--- config.mk ---
export PLATFORM = sky130hd
export DESIGN_NAME = lru_key_value_cache_unit_flat
export DESIGN_NICKNAME = d
export VERILOG_FILES = /design/src/hw/rtl/lrukv_pkg.sv /design/src/hw/rtl/lrukv_if.sv /design/src/hw/rtl/lrukv_kv_mem.sv /design/src/hw/rtl/lru_key_value_cache_unit.sv /design/src/flat_wrapper.sv
export SDC_FILE = /design/constraint.sdc
export NUM_CORES = 1
export LEC_CHECK = 0
export BUFFER_PORTS_ARGS = -buffer_cell sky130_fd_sc_hd__buf_2
export CAP_MARGIN = 0
export CORE_AREA = 10 10 297 299
export DETAILED_ROUTE_END_ITERATION = 10
export DIE_AREA = 0 0 307 309
export PLACE_DENSITY_LB_ADDON = 0.12
export SYNTH_ARGS = -nofsm -noshare
export SYNTH_HDL_FRONTEND = slang
export SYNTH_HIERARCHICAL = 1
export SYNTH_SLANG_ARGS = --single-unit
--- constraint.sdc ---
create_clock -name i_clk -period 11.2 [get_ports i_clk]
set_input_delay 1.12 -clock i_clk [delete_from_list [all_inputs] [get_ports i_clk]]
set_output_delay 1.12 -clock i_clk [all_outputs]
set_load 0.005 [all_outputs]
--- src/hw/rtl/lrukv_pkg.sv ---
`default_nettype none

package lrukv_pkg;

    // Command codes carried by a request.
    localparam logic CMD_GET = 1'b0;
    localparam logic CMD_PUT = 1'b1;

    // Capacity register.
    localparam int unsigned CAP_WIDTH = 5;
    localparam logic [CAP_WIDTH-1:0] CAP_RESET = 5'd16;

    typedef enum logic [2:0] {
        ST_IDLE,
        ST_SCAN,
        ST_DRAIN,
        ST_UPDATE,
        ST_FINISH
    } t_state;

endpackage

`default_nettype wire

--- src/hw/rtl/lrukv_if.sv ---
`default_nettype none

// Request channel: one get or put.
interface lrukv_req_if #(
    parameter int KEY_WIDTH   = 32,
    parameter int VALUE_WIDTH = 32
);
    logic                   valid;
    logic                   ready;
    logic                   cmd;
    logic [KEY_WIDTH-1:0]   lookup_key;
    logic [VALUE_WIDTH-1:0] write_value;

    modport source (output valid, output cmd, output lookup_key, output write_value,
                    input ready);
    modport sink   (input valid, input cmd, input lookup_key, input write_value,
                    output ready);
endinterface

// Response channel: one result per request.
interface lrukv_rsp_if #(
    parameter int VALUE_WIDTH = 32
);
    logic                   valid;
    logic                   ready;
    logic                   found;
    logic [VALUE_WIDTH-1:0] read_value;

    modport source (output valid, output found, output read_value, input ready);
    modport sink   (input valid, input found, input read_value, output ready);
endinterface

`default_nettype wire

--- src/hw/rtl/lrukv_kv_mem.sv ---
`default_nettype none

// Key and value storage: one write port, one registered read port.
module lrukv_kv_mem
    import lrukv_pkg::*;
#(
    parameter int DEPTH       = 16,
    parameter int KEY_WIDTH   = 32,
    parameter int VALUE_WIDTH = 32
) (
    input  wire logic                     i_clk,
    input  wire logic                     i_wr_en,
    input  wire logic [$clog2(DEPTH)-1:0] i_wr_addr,
    input  wire logic [KEY_WIDTH-1:0]     i_wr_key,
    input  wire logic [VALUE_WIDTH-1:0]   i_wr_value,
    input  wire logic                     i_rd_en,
    input  wire logic [$clog2(DEPTH)-1:0] i_rd_addr,
    output logic      [KEY_WIDTH-1:0]     o_rd_key,
    output logic      [VALUE_WIDTH-1:0]   o_rd_value
);

    logic [KEY_WIDTH-1:0]   r_keys   [DEPTH];
    logic [VALUE_WIDTH-1:0] r_values [DEPTH];

    always_ff @(posedge i_clk) begin
        if (i_wr_en) begin
            r_keys[i_wr_addr]   <= i_wr_key;
            r_values[i_wr_addr] <= i_wr_value;
        end
    end

    always_ff @(posedge i_clk) begin
        if (i_rd_en) begin
            o_rd_key   <= r_keys[i_rd_addr];
            o_rd_value <= r_values[i_rd_addr];
        end
    end

endmodule

`default_nettype wire

--- src/hw/rtl/lru_key_value_cache_unit.sv ---
// Fully associative key-value cache with least-recently-used replacement.
// Requests arrive on i_req (valid/ready): cmd selects a get or a put, with a
// key and, for a put, a value. Each request yields exactly one response on
// o_rsp: found tells whether the key was held before the request, and
// read_value carries the stored value on a get hit and zero otherwise.
// The capacity register is written through i_cfg_wr_en/i_cfg_wr_data; the
// user must do so only while the block is idle, which the block does not
// enforce. Values outside 1..ENTRIES are clamped. After acceptance a request
// passes a scan (one memory read per entry over a single key comparator), a
// drain of the last read, an update of ranks and storage, and the load of the
// response register. i_req.ready is high only while idle, so a new request is
// not accepted until the previous one has finished its last step.
// The response register lets a new request be accepted while the previous
// response still waits; if the receiver stalls, the finished request holds
// in its last step until the register frees up.
// Reset clears all valid bits, ranks and the entry count and sets the
// capacity to 16; the key and value memories are not cleared.
`default_nettype none

module lru_key_value_cache_unit
    import lrukv_pkg::*;
#(
    parameter int ENTRIES     = 16,
    parameter int KEY_WIDTH   = 32,
    parameter int VALUE_WIDTH = 32
) (
    input  wire logic                 i_clk,
    input  wire logic                 i_rst_n,
    input  wire logic                 i_cfg_wr_en,
    input  wire logic [CAP_WIDTH-1:0] i_cfg_wr_data,
    lrukv_req_if.sink                 i_req,
    lrukv_rsp_if.source               o_rsp
);

    localparam int IDX_W = $clog2(ENTRIES);
    localparam int CNT_W = $clog2(ENTRIES + 1);

    // Control state.
    t_state r_state, n_state;
    logic [CAP_WIDTH-1:0] r_capacity;
    logic [ENTRIES-1:0]   r_valid;
    logic [IDX_W-1:0]     r_rank [ENTRIES];
    logic [CNT_W-1:0]     r_count;

    // Scan bookkeeping.
    logic [IDX_W-1:0] r_addr;
    logic [IDX_W-1:0] r_rd_idx;
    logic             r_rd_live;
    logic             r_hit;
    logic [IDX_W-1:0] r_hit_slot;
    logic [IDX_W-1:0] r_hit_rank;
    logic [VALUE_WIDTH-1:0] r_hit_value;
    logic             r_free_found;
    logic [IDX_W-1:0] r_free_slot;
    logic [IDX_W-1:0] r_victim_slot;

    // Captured request (payload, no reset).
    logic                   r_cmd;
    logic [KEY_WIDTH-1:0]   r_key;
    logic [VALUE_WIDTH-1:0] r_value;

    // Response register.
    logic                   r_out_valid;
    logic                   r_out_found;
    logic [VALUE_WIDTH-1:0] r_out_value;

    // Sequencer outputs.
    logic w_in_ready;
    logic w_rd_en;
    logic w_mem_we;
    logic w_load_out;

    logic                   w_accept;
    logic [KEY_WIDTH-1:0]   w_rd_key;
    logic [VALUE_WIDTH-1:0] w_rd_value;
    logic [CNT_W-1:0]       w_cap_eff;
    logic                   w_evict;
    logic [IDX_W-1:0]       w_target;
    logic [IDX_W-1:0]       w_oldest_rank;
    logic                   w_last_addr;

    assign w_accept    = i_req.valid && w_in_ready;
    assign w_last_addr = (r_addr == IDX_W'(ENTRIES - 1));

    // The capacity register is clamped into 1..ENTRIES.
    always_comb begin
        if (r_capacity == '0) begin
            w_cap_eff = CNT_W'(1);
        end else if (32'(r_capacity) > ENTRIES) begin
            w_cap_eff = CNT_W'(ENTRIES);
        end else begin
            w_cap_eff = CNT_W'(r_capacity);
        end
    end

    // Ranks of valid entries are exactly 0..count-1, so the least recent
    // entry is the one ranked count-1.
    assign w_oldest_rank = IDX_W'(r_count - CNT_W'(1));
    assign w_evict       = (r_count >= w_cap_eff);
    assign w_target      = r_hit ? r_hit_slot : (w_evict ? r_victim_slot : r_free_slot);

    // Next-state logic.
    always_comb begin
        n_state = r_state;
        case (r_state)
            ST_IDLE: begin
                if (w_accept) n_state = ST_SCAN;
            end
            ST_SCAN: begin
                if (w_last_addr) n_state = ST_DRAIN;
            end
            ST_DRAIN: begin
                n_state = ST_UPDATE;
            end
            ST_UPDATE: begin
                n_state = ST_FINISH;
            end
            ST_FINISH: begin
                if (!r_out_valid || o_rsp.ready) n_state = ST_IDLE;
            end
            default: begin
                n_state = ST_IDLE;
            end
        endcase
    end

    // Sequencer outputs.
    always_comb begin
        w_in_ready = 1'b0;
        w_rd_en    = 1'b0;
        w_mem_we   = 1'b0;
        w_load_out = 1'b0;
        case (r_state)
            ST_IDLE: begin
                w_in_ready = 1'b1;
            end
            ST_SCAN: begin
                w_rd_en = 1'b1;
            end
            ST_UPDATE: begin
                w_mem_we = (r_cmd == CMD_PUT);
            end
            ST_FINISH: begin
                w_load_out = !r_out_valid || o_rsp.ready;
            end
            default: begin
                w_in_ready = 1'b0;
            end
        endcase
    end

    always_ff @(posedge i_clk) begin
        if (!i_rst_n) begin
            r_state <= ST_IDLE;
        end else begin
            r_state <= n_state;
        end
    end

    always_ff @(posedge i_clk) begin
        if (!i_rst_n) begin
            r_capacity <= CAP_RESET;
        end else if (i_cfg_wr_en) begin
            r_capacity <= i_cfg_wr_data;
        end
    end

    // Request capture.
    always_ff @(posedge i_clk) begin
        if (w_accept) begin
            r_cmd   <= i_req.cmd;
            r_key   <= i_req.lookup_key;
            r_value <= i_req.write_value;
        end
    end

    // Scan address and read tracking. The comparison runs in the cycle after
    // its address because the memory read is registered.
    always_ff @(posedge i_clk) begin
        if (!i_rst_n) begin
            r_addr    <= '0;
            r_rd_live <= 1'b0;
        end else begin
            r_rd_live <= w_rd_en;
            if (w_accept) begin
                r_addr <= '0;
            end else if (w_rd_en && !w_last_addr) begin
                r_addr <= r_addr + IDX_W'(1);
            end
        end
    end

    always_ff @(posedge i_clk) begin
        if (w_rd_en) begin
            r_rd_idx <= r_addr;
        end
    end

    // Per-entry checks on the entry just read: key match, first free slot,
    // and least recent entry.
    always_ff @(posedge i_clk) begin
        if (!i_rst_n) begin
            r_hit        <= 1'b0;
            r_free_found <= 1'b0;
        end else if (w_accept) begin
            r_hit        <= 1'b0;
            r_free_found <= 1'b0;
        end else if (r_rd_live) begin
            if (r_valid[r_rd_idx] && (w_rd_key == r_key) && !r_hit) begin
                r_hit <= 1'b1;
            end
            if (!r_valid[r_rd_idx] && !r_free_found) begin
                r_free_found <= 1'b1;
            end
        end
    end

    always_ff @(posedge i_clk) begin
        if (r_rd_live) begin
            if (r_valid[r_rd_idx] && (w_rd_key == r_key) && !r_hit) begin
                r_hit_slot  <= r_rd_idx;
                r_hit_rank  <= r_rank[r_rd_idx];
                r_hit_value <= w_rd_value;
            end
            if (!r_valid[r_rd_idx] && !r_free_found) begin
                r_free_slot <= r_rd_idx;
            end
            if (r_valid[r_rd_idx] && (r_rank[r_rd_idx] == w_oldest_rank)) begin
                r_victim_slot <= r_rd_idx;
            end
        end
    end

    // Rank, valid and count update. All ranks that change are updated in parallel.
    always_ff @(posedge i_clk) begin
        if (!i_rst_n) begin
            r_valid <= '0;
            r_count <= '0;
            for (int i = 0; i < ENTRIES; i++) begin
                r_rank[i] <= '0;
            end
        end else if (r_state == ST_UPDATE) begin
            if (r_hit) begin
                // Promote the hit entry; more recent entries age by one.
                for (int i = 0; i < ENTRIES; i++) begin
                    if (IDX_W'(i) == r_hit_slot) begin
                        r_rank[i] <= '0;
                    end else if (r_valid[i] && (r_rank[i] < r_hit_rank)) begin
                        r_rank[i] <= r_rank[i] + IDX_W'(1);
                    end
                end
            end else if (r_cmd == CMD_PUT) begin
                // Insert as most recent, reusing the least recent slot when full.
                for (int i = 0; i < ENTRIES; i++) begin
                    if (IDX_W'(i) == w_target) begin
                        r_valid[i] <= 1'b1;
                        r_rank[i]  <= '0;
                    end else if (r_valid[i]) begin
                        r_rank[i] <= r_rank[i] + IDX_W'(1);
                    end
                end
                if (!w_evict) begin
                    r_count <= r_count + CNT_W'(1);
                end
            end
        end
    end

    // Response register.
    always_ff @(posedge i_clk) begin
        if (!i_rst_n) begin
            r_out_valid <= 1'b0;
        end else if (w_load_out) begin
            r_out_valid <= 1'b1;
        end else if (o_rsp.ready) begin
            r_out_valid <= 1'b0;
        end
    end

    always_ff @(posedge i_clk) begin
        if (w_load_out) begin
            r_out_found <= r_hit;
            r_out_value <= (r_hit && (r_cmd == CMD_GET)) ? r_hit_value : '0;
        end
    end

    lrukv_kv_mem #(
        .DEPTH       (ENTRIES),
        .KEY_WIDTH   (KEY_WIDTH),
        .VALUE_WIDTH (VALUE_WIDTH)
    ) u_kv_mem (
        .i_clk      (i_clk),
        .i_wr_en    (w_mem_we),
        .i_wr_addr  (w_target),
        .i_wr_key   (r_key),
        .i_wr_value (r_value),
        .i_rd_en    (w_rd_en),
        .i_rd_addr  (r_addr),
        .o_rd_key   (w_rd_key),
        .o_rd_value (w_rd_value)
    );

    assign i_req.ready      = w_in_ready;
    assign o_rsp.valid      = r_out_valid;
    assign o_rsp.found      = r_out_found;
    assign o_rsp.read_value = r_out_value;

endmodule

`default_nettype wire
--- src/flat_wrapper.sv ---
// flat-port wrapper written by rule: the top's interface ports become plain ports
module lru_key_value_cache_unit_flat import lrukv_pkg::*;
#(
    parameter int ENTRIES     = 16,
    parameter int KEY_WIDTH   = 32,
    parameter int VALUE_WIDTH = 32
)
  (i_clk, i_rst_n, i_cfg_wr_en, i_cfg_wr_data, i_req_valid, i_req_cmd, i_req_lookup_key, i_req_write_value, i_req_ready, o_rsp_valid, o_rsp_found, o_rsp_read_value, o_rsp_ready);
  lrukv_req_if #(.KEY_WIDTH(KEY_WIDTH), .VALUE_WIDTH(VALUE_WIDTH)) i_req_i ();
  lrukv_rsp_if #(.VALUE_WIDTH(VALUE_WIDTH)) o_rsp_i ();
  input  wire logic i_clk;
  input  wire logic i_rst_n;
  input  wire logic i_cfg_wr_en;
  input  wire logic [CAP_WIDTH-1:0] i_cfg_wr_data;
  input wire logic [$bits(i_req_i.valid)-1:0] i_req_valid;
  input wire logic [$bits(i_req_i.cmd)-1:0] i_req_cmd;
  input wire logic [$bits(i_req_i.lookup_key)-1:0] i_req_lookup_key;
  input wire logic [$bits(i_req_i.write_value)-1:0] i_req_write_value;
  output wire logic [$bits(i_req_i.ready)-1:0] i_req_ready;
  output wire logic [$bits(o_rsp_i.valid)-1:0] o_rsp_valid;
  output wire logic [$bits(o_rsp_i.found)-1:0] o_rsp_found;
  output wire logic [$bits(o_rsp_i.read_value)-1:0] o_rsp_read_value;
  input wire logic [$bits(o_rsp_i.ready)-1:0] o_rsp_ready;
  assign i_req_i.valid = i_req_valid;
  assign i_req_i.cmd = i_req_cmd;
  assign i_req_i.lookup_key = i_req_lookup_key;
  assign i_req_i.write_value = i_req_write_value;
  assign i_req_ready = i_req_i.ready;
  assign o_rsp_valid = o_rsp_i.valid;
  assign o_rsp_found = o_rsp_i.found;
  assign o_rsp_read_value = o_rsp_i.read_value;
  assign o_rsp_i.ready = o_rsp_ready;
  lru_key_value_cache_unit #(.ENTRIES(ENTRIES), .KEY_WIDTH(KEY_WIDTH), .VALUE_WIDTH(VALUE_WIDTH)) u_core (.i_clk(i_clk), .i_rst_n(i_rst_n), .i_cfg_wr_en(i_cfg_wr_en), .i_cfg_wr_data(i_cfg_wr_data), .i_req(i_req_i), .o_rsp(o_rsp_i));
endmodule
==> results.json <==
{
  "first_pass_iters": 5,
  "critPathLaunch": "u_core/r_capacity[1]",
  "cp-start-kind": "flip-flop",
  "postPlaceCellArea_mm2": 0.0547,
  "syn_nets": 2764,
  "grt_usage": 0.245,
  "fin_crit_sh": 0.431,
  "synthFlopType": "edfxtp_1",
  "hold_path_class": "reg2reg",
  "stdcell_area_mm2": 0.0590,
  "max_freq_ghz": 0.207,
  "fin_skew_ns": 0.0408,
  "post-route-drc-count": 0,
  "die_y_um": 309,
  "drt-initial-drc-count": 2671,
  "cts_sinks": 1343,
  "antenna_cells": 0,
  "path_clk_slew_ns": 0.06,
  "whs_path_depth": 0,
  "max_slew_margin": 0.196,
  "dieArea_mm2": 0.0949,
  "antenna_found_initial": 1,
  "fin_crit_ns": 4.83,
  "synth_cells": 2617,
  "num_vias": 26600,
  "ios": 110,
  "layout_commonest_cell": "edfxtp_1",
  "core-area_mm2": 0.0818,
  "cts_buffers": 135,
  "worstPathRequired_ns": 11.54,
  "drt_wl_total_um": 115000,
  "worstMarginPinSlew_ns": 1.21,
  "grt_first_pass_wirelength_um": 174000,
  "grt_max_degree": 81,
  "fp-row-count": 105,
  "rr_endpoint": "u_core/u_kv_mem/r_keys[1][21]",
  "ys_warn_count": 6,
  "grt_pass1_vias": 27500,
  "yosysSeqAreaShare": 0.755,
  "nFillCells": 4744,
  "grt_overflow_total": 0,
  "dieWidth_um": 307,
  "post-cts-setup-buffers": 0,
  "critPathKind": "reg2reg",
  "cts_tree": "built",
  "syn_to_final_growth_pct": 11.5,
  "status": "finished, final reports clean",
  "dp_hpwl_um": 62500,
  "setup-tns-final_ns": 0,
  "postCtsHoldBufs": 0,
  "antenna_left": 0,
  "peakVddDrop_mv": 0.142,
  "hold_violations": 0,
  "maxCapViolations": 0,
  "synth-async-reset-ratio": 0,
  "clkLatencyLatePin_ns": 0.74,
  "layout-drive-gt1-share": 0.234,
  "cp.arrival_ns": 5.17,
  "final-max-slew-violation-count": 0,
  "port_buffers": 109,
  "ys_ff_latch": 1343,
  "setup_viol": 0,
  "p_leak_nw": 18.6,
  "critPathCaptureType": "flip-flop",
  "synth_cell_type_count": 68,
  "ff2ff_setup_slack_ns": 6.37,
  "cts.path.max_buffers": 3,
  "hp-start": "u_core/u_kv_mem/o_rd_value[31]",
  "layout_common_cells": "edfxtp_1 (1302), mux4_2 (280), clkbuf_16 (138)",
  "wl_per_cell_um": 29.0,
  "hold_path_end": "u_core/r_hit_value[31]",
  "drt-vias-per-instance": 6.70,
  "nets": 2944,
  "worstPathMaxFanout": 36,
  "cts_root_buf": "clkbuf_16",
  "netlist_area_mm2": 0.0529,
  "reg2regPathDepth": 12,
  "synth_edf_count": 1302,
  "rsz0062_at_grt": "false",
  "h-tree-depth": 4,
  "r2r_start": "u_core/r_capacity[1]",
  "gp_congestion": 0.890,
  "start_util": 0.646,
  "p_per_area_mw_per_mm2": 175,
  "cts_resized": 0,
  "synth.avg_cell_area_um2": 20.2
}
[per-layer routing]
metal / share of wire / wire length, µm / vias up / track usage
met5: 0 / 0 / - / 0
met4: 0.024 / 2730 / 0 / 0.0718
met3: 0.086 / 9920 / 190 / 0.0495
met2: 0.50 / 57800 / 1334 / 0.404
met1: 0.39 / 44400 / 13900 / 0.334
li1: - / - / 11200 / -
[cell families after synthesis]
family                   count (synthesis)  share of synthesized area
flip-flops                            1343                      0.755
adder cells (fa/ha/maj)                 72                     0.0170
AO/OA/AOI/OAI                          331                     0.0442
buffers and inverters                  147                     0.0134
XOR/XNOR                                75                     0.0124
multiplexers                           298                      0.123
AND/OR/NAND/NOR                        351                     0.0354
[power breakdown]
group,switching [W],internal [W]
registers,0.0000998,0.00557
logic,0.000168,0.000158
clock network,0.00185,0.00246
total,0.00211,0.00819
[layout make-up]
type | instances | area, µm² | area share
clock buffers | 168 | 3610 | 0.0612
clock inverters | 67 | 623 | 0.0106
inverters | 31 | 116 | 0.00197
multi-input cells | 1127 | 12400 | 0.211
flip-flops and latches | 1343 | 39900 | 0.677
well taps | 1070 | 1340 | 0.0227
repair buffers | 159 | 921 | 0.0156
[how the worst max path moves through the flow]
| stage | to | cells after the start |
|---|---|---|
| after floorplan | u_core/u_kv_mem/r_keys[0][0] | 10 |
| after global placement | u_core/u_kv_mem/r_keys[1][19] | 12 |
| after detailed placement | u_core/u_kv_mem/r_keys[1][13] | 12 |
| after CTS | u_core/u_kv_mem/r_keys[1][22] | 12 |
| after global routing | u_core/u_kv_mem/r_keys[1][22] | 12 |
| final | u_core/u_kv_mem/r_keys[1][21] | 12 |
[synthesized netlist by cell type (all sizes together), types with 6 or more instances]
library cell / instances / area [µm²]
or3: 6 / 37.5
nand4b: 7 / 61.3
o2111ai: 10 / 87.6
mux2i: 11 / 110
clkbuf: 56 / 210
a31oi: 7 / 43.8
a22oi: 128 / 961
a21oi: 68 / 340
xnor2: 42 / 368
dfxtp: 41 / 821
a21boi: 17 / 128
nor4: 7 / 73.8
nor3: 21 / 105
mux4: 280 / 6310
nand4: 16 / 106
nor2b: 30 / 188
buf: 60 / 383
ha: 72 / 901
nand2: 104 / 390
inv: 30 / 113
nor2: 38 / 150
xor2: 33 / 289
and2: 43 / 269
a41o: 10 / 100
a21o: 16 / 120
edfxtp: 1302 / 39100
mux2: 7 / 78.8
nand3: 32 / 160
nand2b: 28 / 175
o21ai: 39 / 195
[through the flow]
stage	total power, W	setup WS, ns	utilization	std cells	hold WS, ns
after floorplan	0.00599	3.94	-	2617	0.400
after global placement	0.00609	6.46	0.669	3730	0.400
after detailed placement	0.00610	6.39	0.669	3730	0.405
after CTS	0.0104	6.38	0.720	3965	0.418
after global routing	0.0106	6.11	0.720	3965	0.425
final	0.0103	6.37	0.720	3965	0.417
[sequential cells by signal, indices dropped and copies added, names as in the netlist, 4 cells and up, named ones only]
name,cells
u_core/o_rsp.read_value,32
u_core/r_addr,4
u_core/r_capacity,5
u_core/r_count,5
u_core/r_free_slot,4
u_core/r_hit_rank,4
u_core/r_hit_slot,4
u_core/r_hit_value,32
u_core/r_key,32
u_core/r_rank,64
u_core/r_rd_idx,4
u_core/r_valid,16
u_core/r_value,32
u_core/r_victim_slot,4
u_core/u_kv_mem/o_rd_key,32
u_core/u_kv_mem/o_rd_value,32
u_core/u_kv_mem/r_keys,512
u_core/u_kv_mem/r_values,512
[worst max-delay path: stages (launching register included)]
cell and delay, ns:
dfxtp_1 0.32, nor3_1 0.20, nor2_1 0.06, nor2_1 0.11, ha_1 0.23, and2b_1 0.29
nor2_1 0.14, a22o_1 0.25, nor2_4 0.42, inv_2 0.25, or3b_2 0.62, nor2_4 0.81
buf_4 0.69
Power figures use the tool's default switching activity.
